## src/rtl/button_auto_repeat_macros.svh

```systemverilog
// Assertion macros used by the auto-repeat core.
`ifndef BUTTON_AUTO_REPEAT_MACROS_SVH
`define BUTTON_AUTO_REPEAT_MACROS_SVH

`ifndef SYNTHESIS

// Property that must hold at every clock edge outside reset.
`define BAR_ASSERT_ALWAYS(label, expr) \
   label: assert property (@(posedge clock) disable iff (reset) (expr)) \
      else $error("assertion failed: invariant");

// Antecedent in one cycle implies the consequent in the next.
`define BAR_ASSERT_NEXT(label, ante, cons) \
   label: assert property (@(posedge clock) disable iff (reset) (ante) |=> (cons)) \
      else $error("assertion failed: next-cycle implication");

`else

`define BAR_ASSERT_ALWAYS(label, expr)
`define BAR_ASSERT_NEXT(label, ante, cons)

`endif

`endif

```

## src/rtl/bar_pkg.sv

```systemverilog
package bar_pkg;

   localparam int MaskW   = 8;
   localparam int IndexW  = 3;
   localparam int RegW    = 16;
   localparam int CntW    = 17;
   localparam int CsrIdxW = 1;

   localparam logic [RegW-1:0] DelayReset    = 16'd30;
   localparam logic [RegW-1:0] IntervalReset = 16'd0;

   typedef enum logic [CsrIdxW-1:0] {
      CSR_REPEAT_DELAY    = 1'b0,
      CSR_REPEAT_INTERVAL = 1'b1
   } csr_index_type;

   // Outcome of the priority search over one item's pressed mask.
   typedef struct packed {
      logic              found;
      logic [IndexW-1:0] index;
   } win_type;

endpackage

```

## src/rtl/button_auto_repeat.sv

```systemverilog
// Channel   | Handshake            | Payload
// req_      | req_valid/req_stall  | req_pressed_mask[7:0]
// rsp_      | rsp_valid/rsp_stall  | rsp_push_valid, rsp_push_index[2:0], rsp_repeat_total[15:0]
// csr_      | csr_write_enable     | csr_index, csr_write_data[15:0]
//
// One item per cycle sustained while rsp_stall is low; an item accepted into the
// input register moves into the result register once that register is free.
// Synchronous reset clears the held button, the counters and both registers to
// their reset values (delay 30, interval 0).
// A stalled result holds the input register, which then raises req_stall.
module button_auto_repeat import bar_pkg::*; #(
   parameter int NUM_BUTTONS = 8
) (
   input  logic               clock,
   input  logic               reset,
   input  logic               req_valid,
   output logic               req_stall,
   input  logic [MaskW-1:0]   req_pressed_mask,
   output logic               rsp_valid,
   input  logic               rsp_stall,
   output logic               rsp_push_valid,
   output logic [IndexW-1:0]  rsp_push_index,
   output logic [RegW-1:0]    rsp_repeat_total,
   input  logic               csr_write_enable,
   input  logic [CsrIdxW-1:0] csr_index,
   input  logic [RegW-1:0]    csr_write_data
);

   logic             in_valid_ff, in_valid_in;
   logic [MaskW-1:0] in_mask_ff;
   logic             out_free;
   logic             advance;
   logic             req_take;
   win_type          win;

   assign out_free  = !rsp_valid || !rsp_stall;
   assign advance   = in_valid_ff && out_free;
   assign req_stall = in_valid_ff && !out_free;
   assign req_take  = req_valid && !req_stall;

   always_comb begin
      in_valid_in = in_valid_ff;
      if (req_take) begin
         in_valid_in = 1'b1;
      end else if (advance) begin
         in_valid_in = 1'b0;
      end
   end

   always_ff @(posedge clock) begin
      if (reset) begin
         in_valid_ff <= 1'b0;
      end else begin
         in_valid_ff <= in_valid_in;
      end
   end

   always_ff @(posedge clock) begin
      if (req_take) begin
         in_mask_ff <= req_pressed_mask;
      end
   end

   bar_encoder #(
      .NUM_BUTTONS (NUM_BUTTONS)
   ) u_encoder (
      .pressed_mask (in_mask_ff),
      .win          (win)
   );

   bar_core u_core (
      .clock            (clock),
      .reset            (reset),
      .csr_write_enable (csr_write_enable),
      .csr_index        (csr_index),
      .csr_write_data   (csr_write_data),
      .item_valid       (advance),
      .win              (win),
      .rsp_stall        (rsp_stall),
      .rsp_valid        (rsp_valid),
      .rsp_push_valid   (rsp_push_valid),
      .rsp_push_index   (rsp_push_index),
      .rsp_repeat_total (rsp_repeat_total)
   );

endmodule

```

## src/rtl/bar_encoder.sv

```systemverilog
module bar_encoder import bar_pkg::*; #(
   parameter int NUM_BUTTONS = 8
) (
   input  logic [MaskW-1:0] pressed_mask,
   output win_type          win
);

   // Buttons beyond the mask width cannot be seen.
   localparam int UsedBits = (NUM_BUTTONS < MaskW) ? NUM_BUTTONS : MaskW;

   // The highest pressed index wins, so later bits override earlier ones.
   always_comb begin
      win.found = 1'b0;
      win.index = '0;
      for (int i = 0; i < UsedBits; i++) begin
         if (pressed_mask[i]) begin
            win.found = 1'b1;
            win.index = IndexW'(i);
         end
      end
   end

endmodule

```

## src/rtl/bar_core.sv

```systemverilog
`include "button_auto_repeat_macros.svh"

module bar_core import bar_pkg::*; (
   input  logic              clock,
   input  logic              reset,
   input  logic              csr_write_enable,
   input  logic [CsrIdxW-1:0] csr_index,
   input  logic [RegW-1:0]   csr_write_data,
   input  logic              item_valid,
   input  win_type           win,
   input  logic              rsp_stall,
   output logic              rsp_valid,
   output logic              rsp_push_valid,
   output logic [IndexW-1:0] rsp_push_index,
   output logic [RegW-1:0]   rsp_repeat_total
);

   localparam logic [CntW-1:0] CntOne = CntW'(1);
   localparam logic [RegW-1:0] RegMax = '1;

   logic [RegW-1:0]   repeat_delay_ff, repeat_delay_in;
   logic [RegW-1:0]   repeat_interval_ff, repeat_interval_in;
   logic              held_valid_ff, held_valid_in;
   logic [IndexW-1:0] held_index_ff, held_index_in;
   logic              phase_ff, phase_in;
   logic [CntW-1:0]   delay_cnt_ff, delay_cnt_in;
   logic [CntW-1:0]   interval_cnt_ff, interval_cnt_in;
   logic [RegW-1:0]   repeat_cnt_ff, repeat_cnt_in;
   logic              rsp_valid_ff, rsp_valid_in;
   logic              push_ff, push_in;
   logic [IndexW-1:0] push_index_ff, push_index_in;
   logic [RegW-1:0]   total_ff;
   logic [CntW-1:0]   delay_dec, interval_dec;

   assign delay_dec    = delay_cnt_ff - CntOne;
   assign interval_dec = interval_cnt_ff - CntOne;

   always_comb begin
      repeat_delay_in    = repeat_delay_ff;
      repeat_interval_in = repeat_interval_ff;
      if (csr_write_enable) begin
         unique case (csr_index_type'(csr_index))
            CSR_REPEAT_DELAY:    repeat_delay_in    = csr_write_data;
            CSR_REPEAT_INTERVAL: repeat_interval_in = csr_write_data;
            default:             repeat_delay_in    = repeat_delay_ff;
         endcase
      end
   end

   always_comb begin
      held_valid_in   = held_valid_ff;
      held_index_in   = held_index_ff;
      phase_in        = phase_ff;
      delay_cnt_in    = delay_cnt_ff;
      interval_cnt_in = interval_cnt_ff;
      repeat_cnt_in   = repeat_cnt_ff;
      push_in         = 1'b0;
      push_index_in   = '0;
      if (win.found) begin
         if (held_valid_ff && (win.index == held_index_ff)) begin
            if (phase_ff) begin
               interval_cnt_in = interval_dec;
               if (interval_dec == '0) begin
                  interval_cnt_in = {1'b0, repeat_interval_ff} + CntOne;
                  if (repeat_cnt_ff != RegMax) begin
                     repeat_cnt_in = repeat_cnt_ff + RegW'(1);
                  end
                  push_in       = 1'b1;
                  push_index_in = win.index;
               end
            end else begin
               delay_cnt_in = delay_dec;
               if (delay_dec == '0) begin
                  interval_cnt_in = CntOne;
                  phase_in        = 1'b1;
               end
            end
         end else begin
            // A new winner pushes at once and restarts the delay.
            delay_cnt_in  = {1'b0, repeat_delay_ff} + CntOne;
            phase_in      = 1'b0;
            repeat_cnt_in = '0;
            push_in       = 1'b1;
            push_index_in = win.index;
         end
         held_valid_in = 1'b1;
         held_index_in = win.index;
      end else begin
         phase_in      = 1'b0;
         held_valid_in = 1'b0;
         held_index_in = '0;
      end
   end

   // The result register is refilled by each new item and empties once taken.
   always_comb begin
      rsp_valid_in = rsp_valid_ff;
      if (item_valid) begin
         rsp_valid_in = 1'b1;
      end else if (!rsp_stall) begin
         rsp_valid_in = 1'b0;
      end
   end

   always_ff @(posedge clock) begin
      if (reset) begin
         repeat_delay_ff    <= DelayReset;
         repeat_interval_ff <= IntervalReset;
         held_valid_ff      <= 1'b0;
         held_index_ff      <= '0;
         phase_ff           <= 1'b0;
         delay_cnt_ff       <= '0;
         interval_cnt_ff    <= '0;
         repeat_cnt_ff      <= '0;
         rsp_valid_ff       <= 1'b0;
      end else begin
         repeat_delay_ff    <= repeat_delay_in;
         repeat_interval_ff <= repeat_interval_in;
         rsp_valid_ff       <= rsp_valid_in;
         if (item_valid) begin
            held_valid_ff   <= held_valid_in;
            held_index_ff   <= held_index_in;
            phase_ff        <= phase_in;
            delay_cnt_ff    <= delay_cnt_in;
            interval_cnt_ff <= interval_cnt_in;
            repeat_cnt_ff   <= repeat_cnt_in;
         end
      end
   end

   always_ff @(posedge clock) begin
      if (item_valid) begin
         push_ff       <= push_in;
         push_index_ff <= push_index_in;
         total_ff      <= repeat_cnt_in;
      end
   end

   assign rsp_valid        = rsp_valid_ff;
   assign rsp_push_valid   = push_ff;
   assign rsp_push_index   = push_index_ff;
   assign rsp_repeat_total = total_ff;

   `BAR_ASSERT_ALWAYS(a_phase_needs_held, !phase_ff || held_valid_ff)
   `BAR_ASSERT_ALWAYS(a_delay_live, !held_valid_ff || phase_ff || (delay_cnt_ff != '0))
   `BAR_ASSERT_ALWAYS(a_interval_live, !phase_ff || (interval_cnt_ff != '0))
   `BAR_ASSERT_NEXT(a_item_lands, item_valid, rsp_valid_ff)

endmodule
```

## config.mk

```make
export PLATFORM = sky130hd
export DESIGN_NAME = button_auto_repeat
export DESIGN_NICKNAME = d
export VERILOG_FILES = /design/src/rtl/bar_pkg.sv /design/src/rtl/button_auto_repeat.sv /design/src/rtl/bar_encoder.sv /design/src/rtl/bar_core.sv
export VERILOG_INCLUDE_DIRS = /design/src /design/src/rtl
export SDC_FILE = /design/constraint.sdc
export NUM_CORES = 1
export LEC_CHECK = 0
export ABC_AREA = 1
export BUFFER_PORTS_ARGS = -buffer_cell sky130_fd_sc_hd__buf_2
export CAP_MARGIN = 20
export CORE_ASPECT_RATIO = 1.2
export CORE_MARGIN = 3
export CORE_UTILIZATION = 40
export CTS_BUF_LIST = sky130_fd_sc_hd__clkbuf_8
export CTS_CLUSTER_DIAMETER = 50
export DETAILED_ROUTE_END_ITERATION = 10
export PLACE_DENSITY = 0.57
export SLEW_MARGIN = 20
export SYNTH_ARGS = -nofsm -noshare
export SYNTH_HDL_FRONTEND = slang
export SYNTH_SLANG_ARGS = --single-unit
```

## constraint.sdc

```tcl
create_clock -name clock -period 2.6 [get_ports clock]
set_input_delay 0.52 -clock clock [delete_from_list [all_inputs] [get_ports clock]]
set_output_delay 0.52 -clock clock [all_outputs]
set_load 0.02 [all_outputs]
```

# After elaboration in Yosys (flattened, before gate mapping)
# Index checks and enable logic that the tools add are counted.
# totals
ff_bits,117
latch_bits,0
mem_bits_rw,0
romBits,0
input_bits,30
output_inout_bits,22
mem_count,0
# classes
add_sub_neg,5
n_mul,0
div,0
magnitude_cmp,0
n_eq_ne,4
shifts,0
mux,34
bitwise_logic,1
reduce_logical,17
# ops
cell,count
$mux W17,5
$mux W16,5
$add A16 B1 Y17 const B,2
$logic_not A17 Y1,2
$sub A17 B1 Y17 const B,2
$mux W4,8
$add A16 B1 Y16 const B,1
$ne A16 B16 Y1 const B,1
$mux W1,12
$mux W3,4
$logic_and A1 B1 Y1,4
$logic_not A1 Y1,4
$reduce_and A2 Y1,2
$reduce_and A4 Y1,1
$reduce_bool A2 Y1,2
$eq A3 B3 Y1,1
$reduce_and A3 Y1,1
$ne A2 B1 Y1 const B,1
$ne A2 B2 Y1 const B,1
$logic_or A1 B1 Y1,1
$not A1 Y1,1

# Depth between registers and ports, before layout
# Gate-level depths: netlist of run 1.
# logic_depth
ltp_word,12
ltp_mapped,20
depth_no_buf,20

# Cells and area by module
# A second synthesis of run 1 with hierarchy kept.
# unflattened
hier_cells,962
hier_area_um2,6755.2
# by_module_without_submodules
mod,instances,cells_each,area_each_um2
bar_core,1,925,6374.9
button_auto_repeat,1,17,302.8
bar_encoder,1,20,77.6

# Least setup slack after synthesis of run 1
# OpenSTA, ideal clock, no wires.
# synth_timing
path_kind,flip-flop to flip-flop
start,register u_core.interval_cnt_ff[0]
end,"register u_core.total_ff[9] (netlist: u_core.rsp_repeat_total[9]), data pin"
arrival_time_ps,2099
setup_slack_ps,249
path_stages_with_launch,15
cell_sequence,dfxtp_1 inv_1 ha_1 nand2_4 nor2_8 nand2_1 nand2_1 nand2_1 nor3_4 nand4_2 nor2_4 buf_6 nand3_1 nand3_1 inv_1
# synth_via
elab_chain_len,6
# synth_lines
element,line,text
"start, declared",bar_core.sv:27,"logic [CntW-1:0] interval_cnt_ff, interval_cnt_in;"
"start signal, assigned",bar_core.sv:125,interval_cnt_ff <= interval_cnt_in;
$sub A17 B1 Y17,bar_core.sv:36,assign interval_dec = interval_cnt_ff - CntOne;
$logic_not A17 Y1,bar_core.sv:63,if (interval_dec == '0) begin
$mux W16,bar_core.sv:63,
$mux W16,bar_core.sv:61,if (phase_ff) begin
$mux W16,bar_core.sv:60,if (held_valid_ff && (win.index == held_index_ff)) begin
$mux W16,bar_core.sv:59,if (win.found) begin
named net u_core.repeat_cnt_in[9],bar_core.sv:28,"logic [RegW-1:0] repeat_cnt_ff, repeat_cnt_in;"
"end signal, assigned",bar_core.sv:135,total_ff <= repeat_cnt_in;
"end, declared",bar_core.sv:32,logic [RegW-1:0] total_ff;
# The timed path passes the listed nets, and every way through them passes these cells.
# A chain may end at the register's enable or synchronous reset.

# Worst setup path in the final report of run 1
# layout_timing
start,register u_core.interval_cnt_ff[0]
end,register u_core.interval_cnt_ff[14]
# layout_via
elab_chain_len,4
# layout_lines
element,line
$sub A17 B1 Y17 *,bar_core.sv:36
$logic_not A17 Y1,bar_core.sv:63
$mux W17 *,bar_core.sv:63
$mux W17 *,bar_core.sv:61
# Mark *: on every way between the ends. The rest lies on a longest branch, timed or not.

==> metrics, run 1 <==
final net count 1082; maximum number of pins on one net before global-route repair between 50 and 60; fin cells around 1300; average wire per standard cell approximately 13 um; buffer levels on the longest clock path 2; IO Pins 52; top cell type's share of synthesized area 0.268; power spent charging and discharging nets around 1.2 mW; post-detailed-placement half-perimeter wirelength approximately 12000 um; post-synth cell types 38; cell row count a little over 50; most used standard cell by instance count after synthesis nand2_1; clock latency reported for the late side of the worst-skew pair about 0.44 ns; power density normalized to cell area around 550 nW/um^2; TritonCTS clock tree built; kind of capture point of the worst setup path flip-flop; IR Drop Worst-Case VDD 0.000299 V; number of antenna violations at the first check in global routing 0; achievable clock frequency 410 MHz; die outline area roughly 18000 sq um; period utilization 0.939; RSZ-0062 raised after global routing true; count of pins over their slew limit 0; final core area utilization 0.474; buffers added on ports 51; Vert. Die Dim approximately 150 um; drt first-iter violations around 390; CTS Hold Buffers Added 0; number of placed instances with taps included ~1200; post-detailed-route DRC marker count 0; most frequent cells after synthesis nand2_1 (221), nor2_1 (126), inv_1 (120); total overflow reported by the global router 0; proportion of power drawn by the clock network 0.412; main area contributors after synthesis dfxtp_1 (27%), edfxtp_1 (13%), nand2_1 (12%); hold slack 0.263 ns; die outline width ~120 um; sequential cell area fraction in the yosys report 0.394; Sw Share 0.275; worst max-slew margin expressed relative to the limit 0.626; P&R area growth vs syn 16.0%; Async S/R FF share, synth 0; post-route clock skew between 0.015 and 0.02 ns; Max Cap Violations 0; total routed wirelength 16300 um; first-pass GRT wire length about 27000 um; FF+latch count, synth roughly 120; Leakage 3.44 nW; syn avg cell area between 6 and 7 sq um; post-synthesis cell area around 6700 sq um; fraction of layout cells with a size suffix above 1 0.137; overall fraction of global-route tracks in use 0.187; Mapped Nets about 1000; number of enable-type register cells in the synthesized netlist 28; Final Hold Fails 0; leading register cell type out of synthesis dfxtp_1; effective utilization at floorplan 0.409; Routability Congestion ~0.87; Final setup violation count 0; via count of the first global-routing pass between 5000 and 6000; Antenna Violating Nets Remaining 0; combinational power share 0.111; yosys synthesis warning count 0; min Tclk post-route approximately 2.4 ns; htree depth 4; clock-pin slew on the worst setup and hold paths about 0.070 ns; number of vias per cell around 4.9; final antenna diode count 0; portion of total power attributed to sequential cells 0.476; required time worst endpoint roughly 3.0 ns; cell type with the largest total area after synthesis dfxtp_1; worst-path fanout max 11; placeable core area roughly 16000 sq um; CP Data Arrival Time around 2.8 ns; Internal Dissipation just over 3 mW; Num Clock Sinks about 120; outcome complete, no violations; Worst Path Class, Setup reg -> reg; clock root buffer clkbuf_8; Via Count between 6000 and 7000; cts bufs inserted 17; detailed-router iteration count before antenna repair 5; kind of start point of the critical path flip-flop; Syn Inst Count roughly 1000; slew at the pin closest to its max-slew limit 0.561 ns; HP Class in -> reg
[final timing paths]
kind	from	end	slack (ns)	cells after the start
worst min-delay path	req_pressed_mask[3]	in_mask_ff[3]	0.26	1
worst max register to register	u_core.interval_cnt_ff[0]	u_core.interval_cnt_ff[14]	0.16	15
worst min register to register	u_core.held_valid_ff	u_core.held_valid_ff	0.47	2
worst max-delay path	u_core.interval_cnt_ff[0]	u_core.interval_cnt_ff[14]	0.16	15
[final cells by class]
class / instances / area [sq um]
fillers: 1714 / 8550
repair buffers: 75 / 448
clock inverters: 15 / 184
inverters: 127 / 480
well taps: 212 / 265
clock buffers: 17 / 234
multi-input cells: 707 / 3490
flip-flops and latches: 117 / 2620
[critical path, stage by stage, from the launching register on]
cell and delay [ns]:
dfxtp_1 0.33, inv_1 0.11, buf_4 0.17, nand2_2 0.13, nor2_4 0.19, nand2_1 0.07, nand2_1 0.07, nand2_2 0.11
inv_1 0.10, nand2_1 0.05, nor2_1 0.14, nand3_2 0.16, buf_4 0.22, a21oi_1 0.24, o21ai_0 0.14, a21oi_1 0.15
[flip-flops by register name (all words and copies together) (netlist names)]
signal	flops
u_core.rsp_push_index	3
u_core.rsp_push_valid	1
u_core.held_valid_ff	1
u_core.rsp_valid	1
u_core.held_index_ff	3
u_core.repeat_interval_ff	16
in_valid_ff	1
u_core.repeat_cnt_ff	16
u_core.phase_ff	1
u_core.repeat_delay_ff	16
u_core.delay_cnt_ff	17
u_core.interval_cnt_ff	17
u_core.rsp_repeat_total	16
in_mask_ff	8
[per-stage QoR]
stage	setup slack (ns)	total power [mW]	cell area, sq um	setup TNS (ns)
2_1_floorplan	0.249	2.39	6650	0
3_3_place_gp	0.0915	2.53	7230	0
3_5_place_dp	0.0228	2.53	7230	0
4_1_cts	0.0317	4.28	7650	0
5_1_grt	-0.00901	4.45	7720	-0.0186
6_report	0.159	4.24	7720	0
[power by group through the flow]
stage,clock network (mW),logic (mW),registers (mW)
floorplan,0,0.330,2.06
global placement,0,0.470,2.06
detailed placement,0,0.470,2.06
CTS,1.79,0.472,2.02
global route,1.87,0.543,2.03
finish,1.75,0.471,2.02
[cell usage in the layout (no fill, tap or decap), drive strengths merged, types with 9 or more instances in the layout]
cell type and n:
edfxtp 28, nor3 17, nor2 135, nand2 231, buf 75, dfxtp 89
o21ai 89, clkbuf 17, nand4 13, a21oi 86, nand3 69, inv 126
clkinv 9, xor2 30
[per-layer routing]
metal  global-route usage  part of all wire  wire, um  vias to the layer above
met5                    0                 0         0                        -
met4               0.0665             0.020       331                        0
met3               0.0308             0.038       615                       23
met2                0.306              0.47      7630                      123
met1                0.248              0.47      7730                     2759
li1                     -                 -         -                     3321
[logic make-up (layout without fill, tap and decap cells)]
kind of cell	after synthesis	after routing	synth area share
flops	117	117	0.394
buf+inv	154	234	0.0888
fa+ha+maj	7	7	0.0132
xor+xnor	36	36	0.0474
compound gates	189	189	0.147
simple gates	475	475	0.310
[timing repair]
action	4_1_cts	5_1_grt
resized for setup	0	12
endpoints found under the setup margin	0	46
setup buffers	0	2
(Power assumes the default switching activity.)
==> run 2: changes to the inputs <==
--- a/config.mk
+++ b/config.mk
@@ -6,7 +6,6 @@
 export SDC_FILE = /design/constraint.sdc
 export NUM_CORES = 1
 export LEC_CHECK = 0
-export ABC_AREA = 1
 export BUFFER_PORTS_ARGS = -buffer_cell sky130_fd_sc_hd__buf_2
 export CAP_MARGIN = 20
 export CORE_ASPECT_RATIO = 1.2
==> metrics, run 2 <==
violations in the final reports negative setup slack; period utilization 1.05 (was 0.939); Critical Path End u_core.repeat_cnt_ff[11] (was u_core.interval_cnt_ff[14]); number of enable-type register cells in the synthesized netlist 28 (unchanged); cts bufs inserted 17 (unchanged); IR Drop Worst-Case VDD 0.000363 V (was 0.000299 V); largest registers u_core.delay_cnt_ff x17, u_core.interval_cnt_ff x17 (unchanged); CP Data Arrival Time 3.12 ns (was 2.81 ns); Reg2Reg Launch Point u_core.interval_cnt_ff[1] (was u_core.interval_cnt_ff[0]); final core area utilization 0.547 (was 0.474); total routed wirelength 20700 um (was 16300 um); achievable clock frequency 365 MHz (was 410 MHz); cell row count 51 (unchanged); htree depth 4 (unchanged); P&R area growth vs syn 33.4% (was 16.0%); die outline area 18400 sq um (was 18200 sq um); effective utilization at floorplan 0.410 (was 0.409); kind of start point of the critical path flip-flop (unchanged); Async S/R FF share, synth 0 (unchanged); FF+latch count, synth 117 (unchanged); placeable core area 16300 sq um (about the same); CTS Hold Buffers Added 0 (unchanged); buffers added on ports 51 (unchanged); main area contributors after synthesis dfxtp_1 (27%), edfxtp_1 (13%), nand2_1 (7.3%) (was dfxtp_1 (27%), edfxtp_1 (13%), nand2_1 (12%)); clock latency reported for the late side of the worst-skew pair 0.45 ns (was 0.44 ns); most frequent cells after synthesis nand2_1 (131), dfxtp_1 (89), a21oi_1 (79) (was nand2_1 (221), nor2_1 (126), inv_1 (120)); top layer used by detailed routing met4 (unchanged); most used standard cell by instance count after synthesis nand2_1 (unchanged); post-detailed-placement half-perimeter wirelength 14700 um (was 12400 um); Mapped Nets 873 (was 1015); RSZ-0062 raised after global routing true (unchanged); sequential cell area fraction in the yosys report 0.391 (was 0.394); required time worst endpoint 2.98 ns (was 2.97 ns); overall fraction of global-route tracks in use 0.227 (was 0.187); Via Count 6942 (was 6226); detailed-router iteration count before antenna repair 7 (was 5); Syn Inst Count 836 (was 978); Routability Congestion 0.910 (was 0.867); TritonCTS clock tree built (unchanged); Final Hold Fails 0 (unchanged); buffer levels on the longest clock path 2 (unchanged); Vert. Die Dim 148 um (was 147 um); met3 routed wirelength 915 um (was 615 um); Antenna Violating Nets Remaining 0 (unchanged); outcome finished, violations left (was complete, no violations); worst max-slew margin expressed relative to the limit 0.468 (was 0.626); slew at the pin closest to its max-slew limit 0.797 ns (was 0.561 ns); post-detailed-route DRC marker count 0 (unchanged); Leakage 3.31 nW (was 3.44 nW); cells along the critical path inv_4 > ha_4 > or3b_4 > o31a_4 > buf_6 > nor3_4 > nand4_4 > or3b_4 > or4_1 > a21oi_1 (was inv_1 > buf_4 > nand2_2 > nor2_4 > nand2_1 > nand2_1 > nand2_2 > inv_1 > nand2_1 > nor2_1 > nand3_2 > buf_4 > a21oi_1 > o21ai_0 > a21oi_1); hold slack 0.243 ns (was 0.263 ns); power density normalized to cell area 468 nW/um^2 (was 549 nW/um^2); first-pass GRT wire length 33000 um (was 27200 um); endpoint of the worst register-to-register path u_core.repeat_cnt_ff[11] (was u_core.interval_cnt_ff[14]); Final setup violation count 33 (was 0); post-synth cell types 75 (was 38); number of antenna violations at the first check in global routing 0 (unchanged); IO Pins 52 (unchanged); Register-to-Register Setup Slack -0.14 ns (was 0.16 ns); via count of the first global-routing pass 6686 (was 5770); clock-pin slew on the worst setup and hold paths 0.08 ns (was 0.07 ns); met2 wire length 10400 um (was 7630 um); detailed-route wire length on metal 1 8890 um (was 7730 um); worst setup path startpoint u_core.interval_cnt_ff[1] (was u_core.interval_cnt_ff[0]); kind of capture point of the worst setup path flip-flop (unchanged); worst-path fanout max 7 (was 11); commonest non-fill, non-tap cells in the layout nand2_1 (129), buf_4 (106), dfxtp_1 (86) (was nand2_1 (221), nor2_1 (122), inv_1 (120)); count of pins over their slew limit 0 (unchanged); most common library cell in the layout ignoring fill and taps nand2_1 (unchanged); yosys synthesis warning count 0 (unchanged); post-route clock skew 0.0154 ns (was 0.0156 ns); total overflow reported by the global router 0 (unchanged); Max Cap Violations 0 (unchanged); min Tclk post-route 2.74 ns (was 2.44 ns); final setup margin -0.138 ns (was 0.159 ns); final net count 1018 (was 1082); cell type with the largest total area after synthesis dfxtp_1 (unchanged); maximum number of pins on one net before global-route repair 44 (was 55); leading register cell type out of synthesis dfxtp_1 (unchanged); number of vias per cell 5.76 (was 4.90); final antenna diode count 0 (unchanged); die outline width 124 um (about the same); clock root buffer clkbuf_8 (unchanged); drt first-iter violations 508 (was 394); Post-Place Worst Slack -0.354 ns (was 0.0228 ns); top cell type's share of synthesized area 0.266 (was 0.268); HP Class in -> reg (unchanged); Worst Path Class, Setup reg -> reg (unchanged); stage delay of the slowest cell on the critical path 0.46 ns (was 0.33 ns); Crit path top cell by count or3b_4 (was nand2_1); Critical-path top delay cell or3b_4 (was dfxtp_1); post-synthesis cell area 6700 sq um (was 6650 sq um); fraction of layout cells with a size suffix above 1 0.301 (was 0.137); average wire per standard cell 17.2 um (was 12.8 um); cell count of the worst reg-to-reg path 10 (was 15); Num Clock Sinks 117 (unchanged); syn avg cell area 8.02 sq um (was 6.80 sq um)
[run 2: per-stage QoR]
step                      setup TNS (ns)  cell area (sq um)  total power, mW  std cells
final                              -2.47               8940             4.19       1206
after detailed placement           -3.94               7880             2.49       1156
after floorplan                   -0.801               6770             2.30        836
after global placement             -3.05               7880             2.48       1156
after CTS                          -1.56               8470             4.18       1194
after global routing               -6.62               8940             4.36       1206
[run 2: area by class of cell]
class	count	area, sq um
Fill cell	1545	7390
Multi-Input combinational cell	651	4330
Sequential cell	117	2630
Timing Repair Buffer	174	1250
Tap cell	212	265
Clock buffer	19	262
Clock inverter	13	129
Inverter	20	77.6
[run 2: what timing repair did]
| action | in CTS | in global routing |
|---|---|---|
| gates cloned | 1 | 0 |
| pin swaps | 10 | 38 |
| setup endpoints to repair | 48 | 64 |
| setup buffers | 5 | 14 |
| gates resized for setup | 37 | 81 |
[run 2: critical path, delay by kind of cell, from the launching register on]
family,cells,cell delay (ns)
AOI/OAI and AO/OA,2,0.43
and+or+nand+nor,5,1.56
DFF,1,0.36
adders and majority gates,1,0.13
buffers and inverters,2,0.19
[run 2: kinds of logic after synthesis]
logic type               after synthesis  synth area share
AO/OA/AOI/OAI                        221             0.212
XOR/XNOR                              42            0.0549
adder cells (fa/ha/maj)                7            0.0131
buffers and inverters                 69            0.0416
flip-flops                           117             0.391
multiplexers                           1           0.00149
AND/OR/NAND/NOR                      379             0.286
[run 2: worst min-delay path by stage]
stage | slack (ns) | cells after the start | end | from
after floorplan | 0.44 | 2 | u_core.rsp_valid | in_valid_ff
after global placement | 0.46 | 2 | u_core.rsp_valid | in_valid_ff
after detailed placement | 0.48 | 2 | u_core.repeat_interval_ff[15] | u_core.repeat_interval_ff[15]
after CTS | 0.22 | 1 | in_mask_ff[3] | req_pressed_mask[3]
after global routing | 0.21 | 1 | in_mask_ff[3] | req_pressed_mask[3]
final | 0.24 | 1 | in_mask_ff[3] | req_pressed_mask[3]
[run 2: report_power, final]
part	leakage, nW	internal [mW]	switching [mW]
registers	0.977	1.92	0.0640
clock network	0.206	0.898	0.793
logic	2.13	0.217	0.291
[run 2: per-layer routing]
layer | GRT usage | vias up
met1 | 0.287 | 3340
met2 | 0.380 | 200
met4 | 0.0871 | 0
met3 | 0.0429 | 38
li1 | - | 3364
met5 | 0 | -
==> run 3: changes to the inputs <==
--- a/config.mk
+++ b/config.mk
@@ -15,6 +15,7 @@
 export CTS_CLUSTER_DIAMETER = 50
 export DETAILED_ROUTE_END_ITERATION = 10
 export PLACE_DENSITY = 0.57
+export SKIP_LAST_GASP = 1
 export SLEW_MARGIN = 20
 export SYNTH_ARGS = -nofsm -noshare
 export SYNTH_HDL_FRONTEND = slang
==> metrics, run 3 (synthesis results as in run 2) <==
outcome finished, violations left (unchanged); violations in the final reports negative setup slack (unchanged); final antenna diode count 0 (unchanged); maximum number of pins on one net before global-route repair 44 (unchanged); overall power after layout 4.18 mW (was 4.19 mW); Num Clock Sinks 117 (unchanged); commonest non-fill, non-tap cells in the layout nand2_1 (130), buf_4 (110), dfxtp_1 (86) (was nand2_1 (129), buf_4 (106), dfxtp_1 (86)); cell row count 51 (unchanged); P&R area growth vs syn 31.9% (was 33.4%); clock-pin slew on the worst setup and hold paths 0.08 ns (about the same); kind of capture point of the worst setup path flip-flop (unchanged); HP Class in -> reg (unchanged); required time worst endpoint 2.95 ns (was 2.98 ns); RSZ-0062 raised after global routing true (unchanged); htree depth 4 (unchanged); slew at the pin closest to its max-slew limit 0.765 ns (was 0.797 ns); first-pass GRT wire length 32800 um (was 33000 um); clock root buffer clkbuf_8 (unchanged); cells along the critical path inv_4 > ha_4 > buf_4 > buf_4 > nor3b_2 > buf_4 > o2111ai_2 > a32o_2 > buf_6 > nand4_1 > buf_6 > nor3_2 > buf_4 > a41oi_2 > o41ai_2 (was inv_4 > ha_4 > or3b_4 > o31a_4 > buf_6 > nor3_4 > nand4_4 > or3b_4 > or4_1 > a21oi_1); achievable clock frequency 364 MHz (was 365 MHz); effective utilization at floorplan 0.410 (unchanged); min Tclk post-route 2.75 ns (was 2.74 ns); largest registers u_core.delay_cnt_ff x17, u_core.interval_cnt_ff x17 (unchanged); detailed-router iteration count before antenna repair 5 (was 7); fraction of layout cells with a size suffix above 1 0.293 (was 0.301); TritonCTS clock tree built (unchanged); total routed wirelength 20600 um (was 20700 um); total overflow reported by the global router 0 (unchanged); drt first-iter violations 423 (was 508); Routability Congestion 0.910 (unchanged); met3 routed wirelength 838 um (was 915 um); final core area utilization 0.541 (was 0.547); worst max-slew margin expressed relative to the limit 0.489 (was 0.468); CTS Hold Buffers Added 0 (unchanged); post-detailed-placement half-perimeter wirelength 14700 um (unchanged); die outline area 18400 sq um (unchanged); Final setup violation count 31 (was 33); Via Count 6915 (was 6942); buffer levels on the longest clock path 2 (unchanged); Worst Path Class, Setup reg -> reg (unchanged); post-route clock skew 0.0157 ns (was 0.0154 ns); die outline width 124 um (unchanged); IO Pins 52 (unchanged); post-detailed-route DRC marker count 0 (unchanged); top layer used by detailed routing met4 (unchanged); final net count 1019 (was 1018); kind of start point of the critical path flip-flop (unchanged); Crit path top cell by count buf_4 (was or3b_4); stage delay of the slowest cell on the critical path 0.37 ns (was 0.46 ns); cts bufs inserted 17 (unchanged); kind of cell with the highest combined delay on the critical path buffers and inverters (was simple AND/OR/NAND/NOR gates); period utilization 1.06 (was 1.05); Max Cap Violations 0 (unchanged); Critical-path top delay cell dfxtp_4 (was or3b_4); IR Drop Worst-Case VDD 0.000363 V (about the same); detailed-route wire length on metal 1 8920 um (was 8890 um); placeable core area 16300 sq um (unchanged); power density normalized to cell area 473 nW/um^2 (was 468 nW/um^2); most common library cell in the layout ignoring fill and taps nand2_1 (unchanged); worst-path fanout max 5 (was 7); CP Data Arrival Time 3.10 ns (was 3.12 ns); average wire per standard cell 17.0 um (was 17.2 um); met2 wire length 10300 um (was 10400 um); count of pins over their slew limit 0 (unchanged); Crit path buffers/inverters 7 (was 2); final setup margin -0.150 ns (was -0.138 ns); number of antenna violations at the first check in global routing 0 (unchanged); overall fraction of global-route tracks in use 0.226 (was 0.227); clock latency reported for the late side of the worst-skew pair 0.45 ns (about the same); Vert. Die Dim 148 um (unchanged); Antenna Violating Nets Remaining 0 (unchanged); number of vias per cell 5.73 (was 5.76); Final Hold Fails 0 (unchanged); via count of the first global-routing pass 6645 (was 6686); Leakage 3.27 nW (was 3.31 nW); buffers added on ports 51 (unchanged)
[run 3: cell types whose count changed in the layout (fill, tap and decap cells not counted), moves of 2 or more]
cell / change
o21ai_0: +4
o21ai_2: -2
nor2_2: +2
o21ai_1: -3
nor3_4: -4
buf_6: -4
nor3_1: +3
buf_4: +4
[run 3: layout make-up]
cell class,instances,area [sq um]
fillers,1572,7500
multi-input cells,651,4230
flip-flops and latches,117,2630
repair buffers,175,1240
well taps,212,265
clock buffers,19,262
clock inverters,13,129
inverters,20,77.6
[run 3: power by group]
group / leakage [nW] / switching (mW) / internal, mW
Combinational: 2.09 / 0.293 / 0.219
Sequential: 0.977 / 0.0649 / 1.92
Clock: 0.206 / 0.784 / 0.898
[run 3: what timing repair did]
item | in CTS | in global routing
pin swaps | 9 | 21
cloned | 1 | 1
resized for setup | 30 | 63
endpoints found under the setup margin | 48 | 64
setup buffers | 5 | 13
[run 3: metal layers]
layer,GRT usage,up-vias
met2,0.379,181
met4,0.0855,0
met1,0.286,3328
li1,-,3367
met5,0,-
met3,0.0440,39
[run 3: metrics by stage]
step	std cells	setup TNS (ns)	setup slack, ns	hold slack [ns]	area [sq um]
after floorplan	836	-0.801	-0.148	0.442	6770
after global placement	1156	-3.05	-0.262	0.456	7880
after detailed placement	1156	-3.94	-0.354	0.484	7880
after CTS	1194	-1.76	-0.138	0.217	8430
after global routing	1207	-7.19	-0.266	0.212	8840
final	1207	-2.60	-0.150	0.249	8840
[run 3: final timing paths]
check	startpoint	cells past startpoint	endpoint	slack [ns]
max	u_core.interval_cnt_ff[1]	15	u_core.repeat_cnt_ff[12]	-0.15
min	req_pressed_mask[3]	1	in_mask_ff[3]	0.25
max reg2reg	u_core.interval_cnt_ff[1]	15	u_core.repeat_cnt_ff[12]	-0.15
min reg2reg	u_core.repeat_interval_ff[15]	2	u_core.repeat_interval_ff[15]	0.49
